$ cat src/bled_pkg.sv
// bled_pkg: shared constants, codes and a helper function for the bicolor led mode driver
// no dependencies; used by bicolor_led_mode_driver_top through scoped names

package bled_pkg;

    // default geometry of the pwm and sweep logic
    localparam int PWM_STEPS_DEF  = 16;
    localparam int MAX_LEVEL_DEF  = 16;
    localparam int FADE_START_DEF = 16;

    // register widths and reset values
    localparam int MODE_W   = 3;
    localparam int MIX_W    = 5;
    localparam int PERIOD_W = 16;
    localparam int DATA_W   = 32;
    localparam int ADDR_W   = 4;

    localparam logic [PERIOD_W-1:0] BLINK_PERIOD_RESET = 16'd1000;

    typedef enum logic [MODE_W-1:0] {
        MODE_OFF   = 3'd0,
        MODE_ON    = 3'd1,
        MODE_BLINK = 3'd2,
        MODE_FADE  = 3'd3,
        MODE_SWIPE = 3'd4
    } t_led_mode;

    typedef enum logic [1:0] {
        REG_LED_MODE     = 2'd0,
        REG_MIX_LEVEL    = 2'd1,
        REG_BLINK_PERIOD = 2'd2
    } t_reg_idx;

    function automatic int max_int(input int a, input int b);
        return (a > b) ? a : b;
    endfunction

endpackage

$ cat src/bicolor_led_mode_driver_top.sv
// bicolor_led_mode_driver_top: red/green led driver with off, on, blink, fade and swipe modes
// depends on bled_pkg (constants, mode and register codes, max_int)
//
// the led enables of a request show on the output register the cycle after it is taken;
// throughput: 1 request per cycle when not stalled, set by the single output register stage
// reset (synchronous, active low): mode off, mix level 0, blink period 1000, counters cleared,
// sweep level at FADE_START, both leds dark, no result pending

module bicolor_led_mode_driver_top #(
    parameter int PWM_STEPS  = bled_pkg::PWM_STEPS_DEF,
    parameter int MAX_LEVEL  = bled_pkg::MAX_LEVEL_DEF,
    parameter int FADE_START = bled_pkg::FADE_START_DEF
) (
    input  logic                            i_clk,
    input  logic                            i_rst_n,
    // apb-style configuration port
    input  logic                            psel,
    input  logic                            penable,
    input  logic                            pwrite,
    input  logic [bled_pkg::ADDR_W-1:0]     paddr,
    input  logic [bled_pkg::DATA_W-1:0]     pwdata,
    output logic [bled_pkg::DATA_W-1:0]     prdata,
    output logic                            pready,
    // tick request channel
    input  logic                            i_in_valid,
    output logic                            o_in_ready,
    input  logic                            i_tick,
    // led enable result channel
    output logic                            o_out_valid,
    input  logic                            i_out_ready,
    output logic                            o_green_on,
    output logic                            o_red_on
);

    // pwm position width
    localparam int PW = $clog2(PWM_STEPS);
    // sweep level holds up to the larger of its reset value and the top pwm position
    localparam int SW = $clog2(bled_pkg::max_int(FADE_START, PWM_STEPS - 1) + 1);
    // common compare width for every level (mix level is 5 bits, sweep may step past PWM_STEPS)
    localparam int LVL_MAX = bled_pkg::max_int(
        bled_pkg::max_int(FADE_START + 1, PWM_STEPS),
        bled_pkg::max_int(MAX_LEVEL, (1 << bled_pkg::MIX_W) - 1));
    localparam int CW = $clog2(LVL_MAX + 1);

    localparam logic [CW-1:0] STEPS_C = CW'(PWM_STEPS);
    localparam logic [CW-1:0] MAX_C   = CW'(MAX_LEVEL);
    localparam logic [SW-1:0] START_C = SW'(FADE_START);
    localparam logic [PW:0]   PWM_END = (PW + 1)'(PWM_STEPS);

    // configuration registers
    bled_pkg::t_led_mode                  r_led_mode;
    logic [bled_pkg::MIX_W-1:0]           r_mix_level;
    logic [bled_pkg::PERIOD_W-1:0]        r_blink_period;

    // running state
    logic [PW-1:0]                        r_pwm_count,    n_pwm_count;
    logic [bled_pkg::PERIOD_W-1:0]        r_period_count, n_period_count;
    logic [SW-1:0]                        r_sweep_level,  n_sweep_level;
    logic                                 r_sweep_up,     n_sweep_up;

    // output register: the held led enables are the result payload
    logic                                 r_out_valid,    n_out_valid;
    logic                                 r_green,        n_green;
    logic                                 r_red,          n_red;

    logic                                 w_cfg_wr;
    bled_pkg::t_reg_idx                   w_reg_idx;
    logic [bled_pkg::MODE_W-1:0]          w_mode_raw;
    logic                                 w_mode_clear;
    logic                                 w_in_acc;
    logic                                 w_step;

    logic [CW-1:0]                        w_sweep_inc;
    logic                                 w_sweep_adv;
    logic                                 w_sweep_wrap;
    logic [CW-1:0]                        w_sweep_next;
    logic                                 w_up_next;
    logic [CW-1:0]                        w_mirror;
    logic [CW-1:0]                        w_level;
    logic                                 w_lit;
    logic                                 w_below;
    logic [PW:0]                          w_pwm_inc;
    logic [bled_pkg::PERIOD_W-1:0]        w_period_inc;

    // ------------------------------------------------------------------
    // configuration port
    // ------------------------------------------------------------------
    assign pready     = 1'b1;
    assign w_cfg_wr   = psel & penable & pwrite & pready;
    assign w_reg_idx  = bled_pkg::t_reg_idx'(paddr[3:2]);
    assign w_mode_raw = pwdata[bled_pkg::MODE_W-1:0];
    // a mode write that differs from the held mode (raw code, before mapping) restarts counters
    assign w_mode_clear = w_cfg_wr && (w_reg_idx == bled_pkg::REG_LED_MODE) &&
                          (w_mode_raw != r_led_mode);

    always_comb begin
        unique case (w_reg_idx)
            bled_pkg::REG_LED_MODE:     prdata = bled_pkg::DATA_W'(r_led_mode);
            bled_pkg::REG_MIX_LEVEL:    prdata = bled_pkg::DATA_W'(r_mix_level);
            bled_pkg::REG_BLINK_PERIOD: prdata = bled_pkg::DATA_W'(r_blink_period);
            default:                    prdata = '0;
        endcase
    end

    always_ff @(posedge i_clk) begin
        if (!i_rst_n) begin
            r_led_mode     <= bled_pkg::MODE_OFF;
            r_mix_level    <= '0;
            r_blink_period <= bled_pkg::BLINK_PERIOD_RESET;
        end else if (w_cfg_wr) begin
            unique case (w_reg_idx)
                bled_pkg::REG_LED_MODE: begin
                    // unknown mode codes fall back to off
                    if (w_mode_raw <= bled_pkg::MODE_SWIPE) begin
                        r_led_mode <= bled_pkg::t_led_mode'(w_mode_raw);
                    end else begin
                        r_led_mode <= bled_pkg::MODE_OFF;
                    end
                end
                bled_pkg::REG_MIX_LEVEL:    r_mix_level    <= pwdata[bled_pkg::MIX_W-1:0];
                bled_pkg::REG_BLINK_PERIOD: r_blink_period <= pwdata[bled_pkg::PERIOD_W-1:0];
                default: begin
                    // writes beyond the register list are dropped
                end
            endcase
        end
    end

    // ------------------------------------------------------------------
    // handshake: a request is taken whenever the output slot is free or draining
    // ------------------------------------------------------------------
    assign o_in_ready = ~r_out_valid | i_out_ready;
    assign w_in_acc   = i_in_valid & o_in_ready;
    assign w_step     = w_in_acc & i_tick;

    // ------------------------------------------------------------------
    // per-tick datapath
    // ------------------------------------------------------------------
    // fade and swipe step the level at the start of each period
    assign w_sweep_adv  = (r_period_count == '0);
    assign w_sweep_inc  = CW'(r_sweep_level) + CW'(1);
    assign w_sweep_wrap = (w_sweep_inc >= STEPS_C);
    assign w_sweep_next = !w_sweep_adv ? CW'(r_sweep_level) :
                          (w_sweep_wrap ? '0 : w_sweep_inc);
    // swipe direction after this tick's wrap, which picks the level shown
    assign w_up_next    = r_sweep_up ^ (w_sweep_adv & w_sweep_wrap);

    // swipe going down shows the mirrored level, saturated at zero
    assign w_mirror = (w_sweep_next <= MAX_C) ? (MAX_C - w_sweep_next) : '0;

    always_comb begin
        w_level = '0;
        w_lit   = 1'b0;
        unique case (r_led_mode)
            bled_pkg::MODE_ON: begin
                w_level = CW'(r_mix_level);
                w_lit   = 1'b1;
            end
            bled_pkg::MODE_BLINK: begin
                // lit for the first half of the period only
                w_level = CW'(r_mix_level);
                w_lit   = (r_period_count < (r_blink_period >> 1));
            end
            bled_pkg::MODE_FADE: begin
                w_level = w_sweep_next;
                w_lit   = 1'b1;
            end
            bled_pkg::MODE_SWIPE: begin
                w_level = w_up_next ? w_sweep_next : w_mirror;
                w_lit   = 1'b1;
            end
            default: begin
                w_level = '0;
                w_lit   = 1'b0;
            end
        endcase
    end

    // green while the pwm position is below the level, red otherwise
    assign w_below = (CW'(r_pwm_count) < w_level);

    assign w_pwm_inc    = {1'b0, r_pwm_count} + (PW + 1)'(1);
    // period counter wraps at 16 bits and restarts on reaching the period
    assign w_period_inc = r_period_count + bled_pkg::PERIOD_W'(1);

    always_comb begin
        n_pwm_count    = r_pwm_count;
        n_period_count = r_period_count;
        n_sweep_level  = r_sweep_level;
        n_sweep_up     = r_sweep_up;
        n_green        = r_green;
        n_red          = r_red;

        if (w_mode_clear) begin
            n_pwm_count    = '0;
            n_period_count = '0;
            n_sweep_level  = START_C;
        end else if (w_step) begin
            n_green = w_lit & w_below;
            n_red   = w_lit & ~w_below;

            if (r_led_mode == bled_pkg::MODE_FADE || r_led_mode == bled_pkg::MODE_SWIPE) begin
                n_sweep_level = SW'(w_sweep_next);
                if (r_led_mode == bled_pkg::MODE_SWIPE && w_sweep_adv && w_sweep_wrap) begin
                    n_sweep_up = ~r_sweep_up;
                end
            end

            n_pwm_count = (w_pwm_inc >= PWM_END) ? '0 : w_pwm_inc[PW-1:0];
            n_period_count = (w_period_inc >= r_blink_period) ? '0 : w_period_inc;
        end
    end

    // result slot fills on every taken request and empties when taken downstream
    always_comb begin
        if (w_in_acc) begin
            n_out_valid = 1'b1;
        end else if (i_out_ready) begin
            n_out_valid = 1'b0;
        end else begin
            n_out_valid = r_out_valid;
        end
    end

    always_ff @(posedge i_clk) begin
        if (!i_rst_n) begin
            r_pwm_count    <= '0;
            r_period_count <= '0;
            r_sweep_level  <= START_C;
            r_sweep_up     <= 1'b0;
            r_green        <= 1'b0;
            r_red          <= 1'b0;
            r_out_valid    <= 1'b0;
        end else begin
            r_pwm_count    <= n_pwm_count;
            r_period_count <= n_period_count;
            r_sweep_level  <= n_sweep_level;
            r_sweep_up     <= n_sweep_up;
            r_green        <= n_green;
            r_red          <= n_red;
            r_out_valid    <= n_out_valid;
        end
    end

    assign o_out_valid = r_out_valid;
    assign o_green_on  = r_green;
    assign o_red_on    = r_red;

endmodule

$ cat config.mk
export PLATFORM = sky130hd
export DESIGN_NAME = bicolor_led_mode_driver_top
export DESIGN_NICKNAME = d
export VERILOG_FILES = /design/src/bled_pkg.sv /design/src/bicolor_led_mode_driver_top.sv
export SDC_FILE = /design/constraint.sdc
export NUM_CORES = 1
export LEC_CHECK = 0
export ABC_AREA = 1
export BUFFER_PORTS_ARGS = -buffer_cell sky130_fd_sc_hd__buf_2
export CORE_MARGIN = 4
export CORE_UTILIZATION = 40
export DETAILED_ROUTE_END_ITERATION = 8
export HOLD_SLACK_MARGIN = 0.15
export PLACE_DENSITY_LB_ADDON = 0.25
export REMOVE_ABC_BUFFERS = 1
export SLEW_MARGIN = 20
export SYNTH_ARGS = -nofsm -noshare
export SYNTH_HDL_FRONTEND = slang
export SYNTH_SLANG_ARGS = --single-unit
export TNS_END_PERCENT = 1
$ cat constraint.sdc
create_clock -name i_clk -period 4.5 [get_ports i_clk]
set_clock_uncertainty 0.2 [all_clocks]
set_input_delay 0.675 -clock i_clk [delete_from_list [all_inputs] [get_ports i_clk]]
set_output_delay 0.675 -clock i_clk [all_outputs]
set_load 0.01 [all_outputs]
# Word-level counts from Yosys, hierarchy flattened

Index checks and enable logic that the tools add are counted.

Bits of input ports: 44
Output and inout port bits: 37
Bits in registers: 53
Word-level logic and storage cells: 71

$lt $le $gt $ge: 7
Muxes and demuxes: 12
Reductions and logical operators: 17
$add $sub $neg: 4
Equal/unequal tests: 7
Bitwise gates (word level): 14

Operators with widths:

| cell                                           | number |
|---|---|
| one-hot mux 16 bit (3 select lines)            | 1 |
| two-way mux 5 bit                              | 4 |
| adder 16 x 1 -> 16 bit (second input constant) | 1 |
| >= comparator 16 bit                           | 1 |
| zero test 16 bit                               | 1 |
| < comparator 16 x 15 -> 1 bit                  | 1 |
| two-way mux 16 bit                             | 1 |
| one-hot mux 5 bit (3 select lines)             | 1 |
| >= comparator 5 bit (second input constant)    | 2 |
| AND reduction 2 bit                            | 5 |
| AND 1 bit                                      | 7 |
| == test 3 x 2 -> 1 bit (second input constant) | 2 |
| adder 4 x 1 -> 5 bit (second input constant)   | 1 |
| adder 5 x 1 -> 5 bit (second input constant)   | 1 |
| <= comparator 5 bit (second input constant)    | 1 |
| < comparator 4 x 5 -> 1 bit                    | 1 |
| NOT 1 bit                                      | 5 |
| subtractor 5 bit (first input constant)        | 1 |
| logical AND 1 bit                              | 4 |
| two-way mux 4 bit                              | 1 |
| AND reduction 4 bit                            | 1 |
| OR reduction 2 bit                             | 2 |
| == test 3 x 1 -> 1 bit (second input constant) | 1 |
| == test 3 bit (second input constant)          | 1 |
| 13 further kinds                               | 14 |

# Logic depth before layout (Yosys ltp)

Word-level depth: 11
Gate-level depth with buffers: 26
Depth with buffers taken out: 26

# Worst setup path before layout

OpenSTA, ideal clock, no wires.

Kind: flip-flop to flip-flop
From: register r_period_count[0] (netlist name)
To: register r_period_count[10] (netlist name)
Cell stages (with the launch flop): 20
Period minus slack after synthesis: 3104 ps
Path slack: 1396 ps
Data arrival time: 2834 ps
Path through: dfxtp_1 ha_1 nand3_2 nor2_2 nand4_2 or2_4 nor3_4 nand3_2 xor2_1 ha_1 nand2_1 inv_1 nand3_1 inv_1 a21oi_1 nand4_1 inv_1 clkbuf_1 nand2_1 a21oi_1

Cells in the longest elaborated chain, start to end: 3

Ends and longest elaborated chain:

| item                       | line                               | source |
|---|---|---|
| from (decl)                | bicolor_led_mode_driver_top.sv:57  | `logic [bled_pkg::PERIOD_W-1:0] r_period_count, n_period_count;` |
| from (signal assigned)     | bicolor_led_mode_driver_top.sv:236 | `r_period_count <= n_period_count;` |
| adder 16 x 1 -> 16 bit (*) | bicolor_led_mode_driver_top.sv:184 | `assign w_period_inc = r_period_count + bled_pkg::PERIOD_W'(1);` |
| >= comparator 16 bit       | bicolor_led_mode_driver_top.sv:210 | `n_period_count = (w_period_inc >= r_blink_period) ? '0 : w_period_inc;` |
| two-way mux 16 bit (*)     | bicolor_led_mode_driver_top.sv:210 |  |

Every way passes the cells marked *; elsewhere a longest branch is shown, timed or not.
A chain may end at the register's enable or synchronous reset.

# Final worst setup path

From: register r_period_count[0] (netlist name)
To: register r_period_count[15] (netlist name)

The elaborated chain is that of the path after synthesis.

==> impl_metrics.json <==
{
  "nNetsFinal": 700,
  "post-route-util_pct": 46.2,
  "cp-end-kind": "register",
  "num_rows": 35,
  "numPortBuffers": 45,
  "vias": 3668,
  "grt_overflow": 0,
  "holdPathStages": 2,
  "synth_top_area_share_pct": 26.9,
  "tritoncts": "yes",
  "rsz0062_at_grt": "no",
  "path_buf_inv": 2,
  "synth.ff_latch_count": 53,
  "timing.max_cap.violations": 0,
  "yosys_warnings": 0,
  "finalSetupViolations": 0,
  "gp_congestion": 0.849,
  "cp_top_family": "simple AND/OR/NAND/NOR gates",
  "synth_top_area_cell": "dfxtp_1",
  "reg2regPathDepth": 18,
  "clkSlewWorstSetupHoldPaths_ps": 100,
  "wirelength_um": 9610,
  "period_minus_slack_ps": 3690,
  "hp-class": "register to register",
  "nFillCells": 979,
  "power-per-cell-area_nw_per_um2": 220,
  "hold_buffers": 0,
  "start_util_pct": 41.9,
  "avgRoutedWirePerCell_um": 12.9,
  "worstPathMaxFanout": 15,
  "setup_tns_ps": 0,
  "cp_cell_sequence": "ha_1, nand3_2, nor2_2, nand4_2, or2_4, nor3_4, nand3_2, xor2_1, ha_1, nand2_1, inv_1, nand3_1, nor3_1, nand3_1, nand4_1, inv_1, a22oi_1, nor2_1",
  "outcome": "complete, no violations",
  "die_width_um": 107,
  "clock_latency_ps": 310,
  "fp.dieArea_um2": 11500,
  "core_area_um2": 9420,
  "syn_avg_cell_area_um2": 6.86,
  "max_stage_delay_ps": 430,
  "grt_max_degree": 25,
  "postRouteAntennaNets": 0,
  "synth_area_um2": 3950,
  "cts_inserted_buffers": 5,
  "viasPerCell": 4.91,
  "antenna_found_initial": 0,
  "diodes": 0,
  "period_share_pct": 81.9,
  "critical_path_arrival_ps": 3650,
  "ir_worst_vdd_mv": 0.164,
  "h-tree-depth": 2,
  "drt_iter0_drc": 171,
  "grtUsageTotal_pct": 17.3,
  "path_class": "register to register",
  "final_hold_viol_count": 0,
  "holdWs_ps": 279,
  "grt_pass1_wl_um": 16400,
  "worstSetupPathDepth": 18,
  "pin_count": 81,
  "slew_violations": 0,
  "layout-drive-gt1-share_pct": 13.9,
  "required_ps": 4460,
  "drt-pass1-iter-count": 4,
  "synth_cell_types": 39,
  "cts_setup_buffers": 0,
  "start_kind": "register",
  "total_power_uw": 959,
  "cts_buffer_depth": 2,
  "cts.sinks": 53,
  "tightest_slew_ps": 970,
  "die-height_um": 107,
  "synth-seq-area-share_pct": 26.9,
  "dp_hpwl_um": 7440,
  "slew_headroom_pct": 35.2,
  "area_growth_pct": 10.4,
  "grt_pass1_vias": 3526,
  "netlist_instances": 575,
  "p_leak_uw": 0.00211,
  "fmax_mhz": 271,
  "cts_resized": 0,
  "cp_slowest_cell": "dfxtp_1",
  "synthTopCellsByArea": "dfxtp_1, ha_1, nand2_1, inv_1, a21oi_1",
  "drc": 0,
  "root_buffer": "clkbuf_8"
}
## power breakdown
| part | internal (uW) | switching (uW) | total [uW] |
|---|---|---|---|
| combinational | 44.0 | 90.6 | 135 |
| sequential | 476 | 5.43 | 482 |
| clock | 182 | 161 | 343 |
| total | 702 | 257 | 959 |
## layout make-up
type	instances	area, um2	share of cell area, %
clock buffer	7	86.3	1.98
timing repair buffer	47	240	5.52
multi-input combinational	415	2420	55.5
inverter	95	357	8.19
sequential	53	1060	24.4
clock inverter	1	30.0	0.690
tap	129	161	3.71
## registers in the layout, summed over array words and instances, names as in the netlist
| signal | count |
|---|---|
| r_period_count | 16 |
| r_pwm_count | 4 |
| r_sweep_level | 5 |
| o_out_valid | 1 |
| r_mix_level | 5 |
| o_red_on | 1 |
| o_green_on | 1 |
| r_blink_period | 16 |
| r_sweep_up | 1 |
| r_led_mode | 3 |
## stage by stage
stage               cell area [um2]  setup WS [ps]  cells
finish                         4350            814    747
global route                   4350            483    747
CTS                            4350            813    747
detailed placement             4240            835    739
global placement               4240            967    739
floorplan                      3840           1430    563
## worst paths after layout
path,start,end,slack [ps]
worst max register to register,r_period_count[0],r_period_count[15],810
worst max-delay path,r_period_count[0],r_period_count[15],810
worst min-delay path,o_red_on,o_red_on,280
worst min register to register,o_red_on,o_red_on,280
## per-layer routing
metal / global-route usage, % / vias to the layer above / wire, um
met2: 29.1 / 75 / 4370
met1: 23.7 / 1651 / 4770
li1: - / 1935 / -
met3: 2.04 / 7 / 395
met5: 0 / - / 0
met4: 3.74 / 0 / 83
## cells in the mapped netlist (all sizes together)
cell,n
nand4,10
a211oi,5
nor2,56
clkbuf,10
nor3,13
o41ai,1
inv,93
a21o,2
nand2,113
o22ai,6
a21oi,57
nor4,1
xor2,13
a22oi,5
or2,1
clkinv,2
o211ai,9
ha,39
o21ai,34
xnor2,2
dfxtp,53
nand3,28
a31oi,1
buf,17
o221ai,2
conb,2
## logic make-up after synthesis
family	after synthesis	synth area share, %
AOI/OAI and AO/OA	122	17.9
and+or+nand+nor	222	26.1
adders and majority gates	39	12.4
xor gates and xnor gates	15	3.33
DFF	53	26.9
buffers and inverters	122	13.2
other	2	0.190
## placed cells by master (no fill, tap or decap), types with 9 or more instances in the layout
cell type  instances
o211ai_1           9
conb_1            17
ha_1              39
o21ai_0           32
nand2_1          107
nand3_1           25
dfxtp_1           53
nor3_1            10
buf_2             45
nor2_1            47
inv_1             90
a21oi_1           55
xor2_1            13
## worst register-to-register path, stage by stage, from the launching register on
cell and delay, ps:
dfxtp_1 430, ha_1 230, nand3_2 110, nor2_2 140
nand4_2 110, or2_4 270, nor3_4 150, nand3_2 90
xor2_1 180, ha_1 280, nand2_1 40, inv_1 70
nand3_1 120, nor3_1 280, nand3_1 130, nand4_1 150
inv_1 260, a22oi_1 250, nor2_1 60
No activity file was read; power rests on OpenSTA's default activity.
